`src/rtl/assert_macros.svh`:
```
// Assertion macros for the RTL of the handle pool.
// Depends on nothing; define ASSERT_OFF to compile the checks out.
`ifndef ASSERT_MACROS_SVH
`define ASSERT_MACROS_SVH

`ifndef ASSERT_OFF

`define ASSERT_ALWAYS(lbl, clk, rstn, prop) \
    lbl: assert property (@(posedge clk) disable iff (!(rstn)) (prop)) \
        else $error("assertion failed");

`define ASSERT_IMPLIES(lbl, clk, rstn, ante, cons) \
    lbl: assert property (@(posedge clk) disable iff (!(rstn)) (ante) |-> (cons)) \
        else $error("assertion failed");

`define ASSERT_NEXT(lbl, clk, rstn, ante, cons) \
    lbl: assert property (@(posedge clk) disable iff (!(rstn)) (ante) |=> (cons)) \
        else $error("assertion failed");

`else

`define ASSERT_ALWAYS(lbl, clk, rstn, prop)
`define ASSERT_IMPLIES(lbl, clk, rstn, ante, cons)
`define ASSERT_NEXT(lbl, clk, rstn, ante, cons)

`endif

`endif

```
`src/rtl/ghp_ram.sv`:
```
// Generic simple dual-port RAM: one write port, one read port, registered read.
// No dependencies.
module ghp_ram #(
    parameter int WIDTH = 8,
    parameter int DEPTH = 16
) (
    input  logic                     clk,
    input  logic                     we,
    input  logic [$clog2(DEPTH)-1:0] waddr,
    input  logic [WIDTH-1:0]         wdata,
    input  logic [$clog2(DEPTH)-1:0] raddr,
    output logic [WIDTH-1:0]         rdata
);

    logic [WIDTH-1:0] mem_reg [DEPTH];
    logic [WIDTH-1:0] rdata_reg;

    always_ff @(posedge clk)
    begin
        if (we)
        begin
            mem_reg[waddr] <= wdata;
        end
        rdata_reg <= mem_reg[raddr];
    end

    assign rdata = rdata_reg;

endmodule
```
`config.mk`:
```
export PLATFORM = sky130hd
export DESIGN_NAME = ghp_ram
export DESIGN_NICKNAME = d
export VERILOG_FILES = /design/src/rtl/assert_macros.svh /design/src/rtl/ghp_ram.sv
export SDC_FILE = /design/constraint.sdc
export NUM_CORES = 1
export LEC_CHECK = 0
export BUFFER_PORTS_ARGS = -buffer_cell sky130_fd_sc_hd__buf_4
export CORE_ASPECT_RATIO = 1.75
export CORE_UTILIZATION = 45
export DETAILED_ROUTE_END_ITERATION = 10
export SLEW_MARGIN = 0
export SYNTH_ARGS = -nofsm -noshare
export SYNTH_HDL_FRONTEND = slang
export SYNTH_SLANG_ARGS = --single-unit
```
`constraint.sdc`:
```
create_clock -name clk -period 1.9 [get_ports clk]
set_input_delay 0.19 -clock clk [delete_from_list [all_inputs] [get_ports clk]]
set_output_delay 0.19 -clock clk [all_outputs]
set_load 0.005 [all_outputs]
```
==> summary.md <==
The largest fanout on the critical path was 1; the share of final-layout standard cells stronger than drive strength 1 was 0.317. The total leakage power is 2.11 nW, and the synthesized flop and latch total is 136. Sorting the synthesized cells by area gives the leading types as sky130_fd_sc_hd__edfxtp_1 75%, sky130_fd_sc_hd__mux4_2 7.9%, sky130_fd_sc_hd__mux4_1 7.1%, sky130_fd_sc_hd__dfxtp_1 3.1%, sky130_fd_sc_hd__a22oi_1 2.3%. CTS built an H-tree with a depth of 4. Timing analysis after detailed placement gives a worst setup slack of 0.248 ns. The routed layout has 2400 vias.

Critical path's top delay family: multiplexers. The tools report the number of warnings reported in the yosys synthesis log as 0. After clock tree synthesis, the flow added hold-fix buffers numbering 0. The multiplexer share of the synthesized area was 0.150. The final-report hold violation count was 0; the half-perimeter wire length after placement was 6320 um.

The tightest min-delay check is of the input pin to flip-flop type. The cell depth of the worst min-delay path works out to 1. Filler cell count in the final layout: 871. The logs give 1.63 ns for the critical path data arrival time and 0.56 ns for the slack of the worst reg-to-reg path.

Maximum ir drop on the vdd rail: 0.000700 V. Maximum number of buffers from clock root to sink: 2. In the final routed layout, each cell accounts on average for 22.0 um. The synthesized netlist occupies a cell area of 5150 um^2.

The first detailed-routing pass ran for 4 iterations. Internal power comes to 0.00536 W. The tools report the number of global-route vias before repair as 2498.

Entering global routing, the biggest net connects 33 pins. The count of buffers added on input and output ports is 25. The max-capacitance violation count was 0; the worst path buffer plus inverter count was 0.

TritonCTS built the clock tree. For the placeable core area, the log shows 11100 um^2. The fraction of the mapped netlist area in compound gates was 0.0233; the net count after synthesis was 247.

The number of endpoints failing setup at the final stage was 0. The portion of total power attributed to sequential cells was 0.506. Worst endpoint required time: 2.19 ns.

On the worst path, the slowest cell contributes a delay of 0.51 ns. The simple-gate area share of the yosys netlist was 0.0318; the antenna violation net count after detailed routing was 0. The critical path in this run is classified as flip-flop to flip-flop.

The final max-slew violation count came out at 0. The first-pass GRT wire length is 14500 um. The tools report the number of antenna violations at the first check in global routing as 0. The number of buffers created by CTS came out at 17. For the number of sinks handled by clock tree synthesis, the log shows 136.

The number of cells on the worst reg-to-reg path works out to 3. After synthesis, the mean cell area works out to 22.5 um^2. For the worst-skew pair, the clock arrives at the later sink with an insertion delay of 0.41 ns.

For this design the top-level I/O count stands at 26. Kind of launch point of the worst setup path: a flip-flop. Summed over all failing endpoints, the final setup total negative slack is 0 ns. After floorplanning, the core was divided into 51 placement rows.

For this design, the slowest cell found on the critical path is sky130_fd_sc_hd__mux4_1. The violation count after the first detailed-routing iteration came out at 136. The fraction of synthesized cell area taken by the top area cell type was 0.747. The worst setup path is captured at a flip-flop. The register with the most flip-flops in the layout has 128 of them. At the end of the flow, the number of nets in the layout was 305. The flow ran to the end, and the final reports show no timing, DRC or antenna violations. Post-CTS timing repair inserted 0 buffers for setup.

The ratio of total power to cell area was 1080 nW/um^2. The floorplan step set the die width to 82.9 um. Synthesis instantiated 19 different standard cells from the library.

The run gives 0.778 as the proportion of synthesized chip area in sequential cells. In this run the critical register-to-register path is launched from mem_reg[1][3]. Setup slack on the critical path of the routed design comes to 0.562 ns. After synthesis, the largest family of logic cells by area is multiplexers.

The count of instances resized after the clock tree is built is 0, and the signed area change from the synthesized netlist to the final layout is 19.5%. Global router's overall resource usage: 0.175. Derived from the worst setup path, the maximum achievable clock frequency is 747 MHz. 0 antenna diodes ended up in the layout. The die is 143 um tall.

The endpoint of the most critical register-to-register path was rdata[3]. The die covers 11900 um^2. At the end of routability-driven placement, the weighted congestion stood at 0.707. The routed via count divided by cell count is 5.56, and the remaining global-route overflow is 0. In the synthesized netlist, the number of instances is 229. The startpoint identified for the worst hold timing path is wdata[5]. The CTS clock-pin slew for the worst setup and hold paths works out to 0.06 ns.

For the clock group share of total power, the log shows 0.446. Traced cell by cell, the critical path runs through mux4_1, a22oi_1, nand2_1. The effective utilization at floorplan is 0.464, and the final period demand of the worst path is 1.34 ns. The final critical-path share of the clock period came out at 0.704.

In the routed design, unresolved DRC markers number 0. For the part of the total power dissipated in combinational logic, the log shows 0.048. The maximum clock skew at final layout is 0.00613 ns.

The final routed wirelength across all metal layers came out at 9480 um. The switching power is 0.00131 W. Setup repair after global routing left no endpoint under its margin. Library cell with the largest summed area after synthesis: sky130_fd_sc_hd__edfxtp_1. The actual slew at the worst max-slew pin is 0.443 ns, and the switching part of the total is 0.196. The post-synthesis share of cell area spent on xor and xnor gates was 0.

The destination of the worst hold path is mem_reg[15][5]. The post-synthesis adder-cell area fraction is 0, and the relative slew slack is 0.705. Clock tree synthesis selected as its root buffer the cell sky130_fd_sc_hd__clkbuf_16.
[final cells by class]
cell class	instances	area (um^2)	area share
multi-input cells	83	1060	0.172
repair buffers	49	380	0.0618
flip-flops and latches	136	4000	0.651
clock buffers	23	468	0.0761
clock inverters	9	76.3	0.0124
well taps	132	165	0.0269
[worst max-delay path by stage]
stage	from	endpoint	slack, ns	cells past startpoint
final	mem_reg[1][3]	rdata[3]	0.56	3
after floorplan	waddr[2]	mem_reg[0][0]	0.22	2
after detailed placement	raddr[0]	rdata[6]	0.25	5
after CTS	mem_reg[1][1]	rdata[1]	0.55	3
after global placement	raddr[0]	rdata[6]	0.23	5
after global routing	mem_reg[1][1]	rdata[1]	0.47	3
[logic make-up after synthesis]
group	count (synthesis)
AOI/OAI and AO/OA	16
DFF	136
muxes	32
and+or+nand+nor	35
buffers and inverters	10
[cell usage in the layout, fill, tap and decap left out, types with 3 or more instances in the layout]
| cell type | synthesis | final |
|---|---|---|
| sky130_fd_sc_hd__clkbuf_16 | 0 | 17 |
| sky130_fd_sc_hd__nor2_1 | 13 | 13 |
| sky130_fd_sc_hd__clkinvlp_4 | 0 | 3 |
| sky130_fd_sc_hd__clkinv_2 | 0 | 4 |
| sky130_fd_sc_hd__mux4_1 | 14 | 14 |
| sky130_fd_sc_hd__mux4_2 | 18 | 18 |
| sky130_fd_sc_hd__nor3_1 | 4 | 4 |
| sky130_fd_sc_hd__dfxtp_1 | 8 | 8 |
| sky130_fd_sc_hd__buf_4 | 1 | 48 |
| sky130_fd_sc_hd__nand2_1 | 9 | 9 |
| sky130_fd_sc_hd__edfxtp_1 | 128 | 128 |
| sky130_fd_sc_hd__a22oi_1 | 16 | 16 |
| sky130_fd_sc_hd__clkbuf_1 | 0 | 4 |
[cell usage after synthesis]
master / number
sky130_fd_sc_hd__a22oi_1: 16
sky130_fd_sc_hd__or3b_2: 1
sky130_fd_sc_hd__dfxtp_1: 8
sky130_fd_sc_hd__clkdlybuf4s25_2: 3
sky130_fd_sc_hd__nand3b_1: 2
sky130_fd_sc_hd__nand2b_1: 2
sky130_fd_sc_hd__nand3_1: 1
sky130_fd_sc_hd__edfxtp_1: 128
sky130_fd_sc_hd__and2_1: 1
sky130_fd_sc_hd__nor3_1: 4
sky130_fd_sc_hd__nand2_1: 9
sky130_fd_sc_hd__buf_2: 3
sky130_fd_sc_hd__nor2_1: 13
sky130_fd_sc_hd__mux4_1: 14
sky130_fd_sc_hd__nor2b_1: 1
sky130_fd_sc_hd__and2b_1: 1
sky130_fd_sc_hd__mux4_2: 18
sky130_fd_sc_hd__buf_6: 3
sky130_fd_sc_hd__buf_4: 1
[worst register-to-register path, cell delays in order (launching register included)]
cell,delay (ns)
sky130_fd_sc_hd__edfxtp_1,0.35
sky130_fd_sc_hd__mux4_1,0.51
sky130_fd_sc_hd__a22oi_1,0.26
sky130_fd_sc_hd__nand2_1,0.09
[per-stage QoR]
stage / hold WS [ns] / power, W / instance area (um^2) / utilization / std cells
detailed placement: 0.510 / 0.00377 / 5610 / 0.505 / 400
global placement: 0.489 / 0.00376 / 5610 / 0.505 / 400
floorplan: 0.289 / 0.00360 / 5150 / - / 229
global route: 0.0818 / 0.00687 / 6150 / 0.554 / 432
CTS: 0.0752 / 0.00672 / 6150 / 0.554 / 432
finish: 0.0742 / 0.00667 / 6150 / 0.554 / 432
[power by group through the flow]
stage	combinational [W]	sequential (W)	clock [W]
after floorplan	0.000170	0.00343	0
after detailed placement	0.000330	0.00344	0
after global placement	0.000326	0.00343	0
final	0.000323	0.00337	0.00297
after global routing	0.000350	0.00338	0.00314
after CTS	0.000330	0.00338	0.00302
[per-layer routing]
metal,share of wire,track usage,vias to the layer above
met1,0.39,0.197,1240
met5,0,0,-
met3,0.038,0.0557,14
met2,0.55,0.304,59
met4,0.017,0.0762,0
li1,-,-,1087
(Power assumes the default switching activity.)
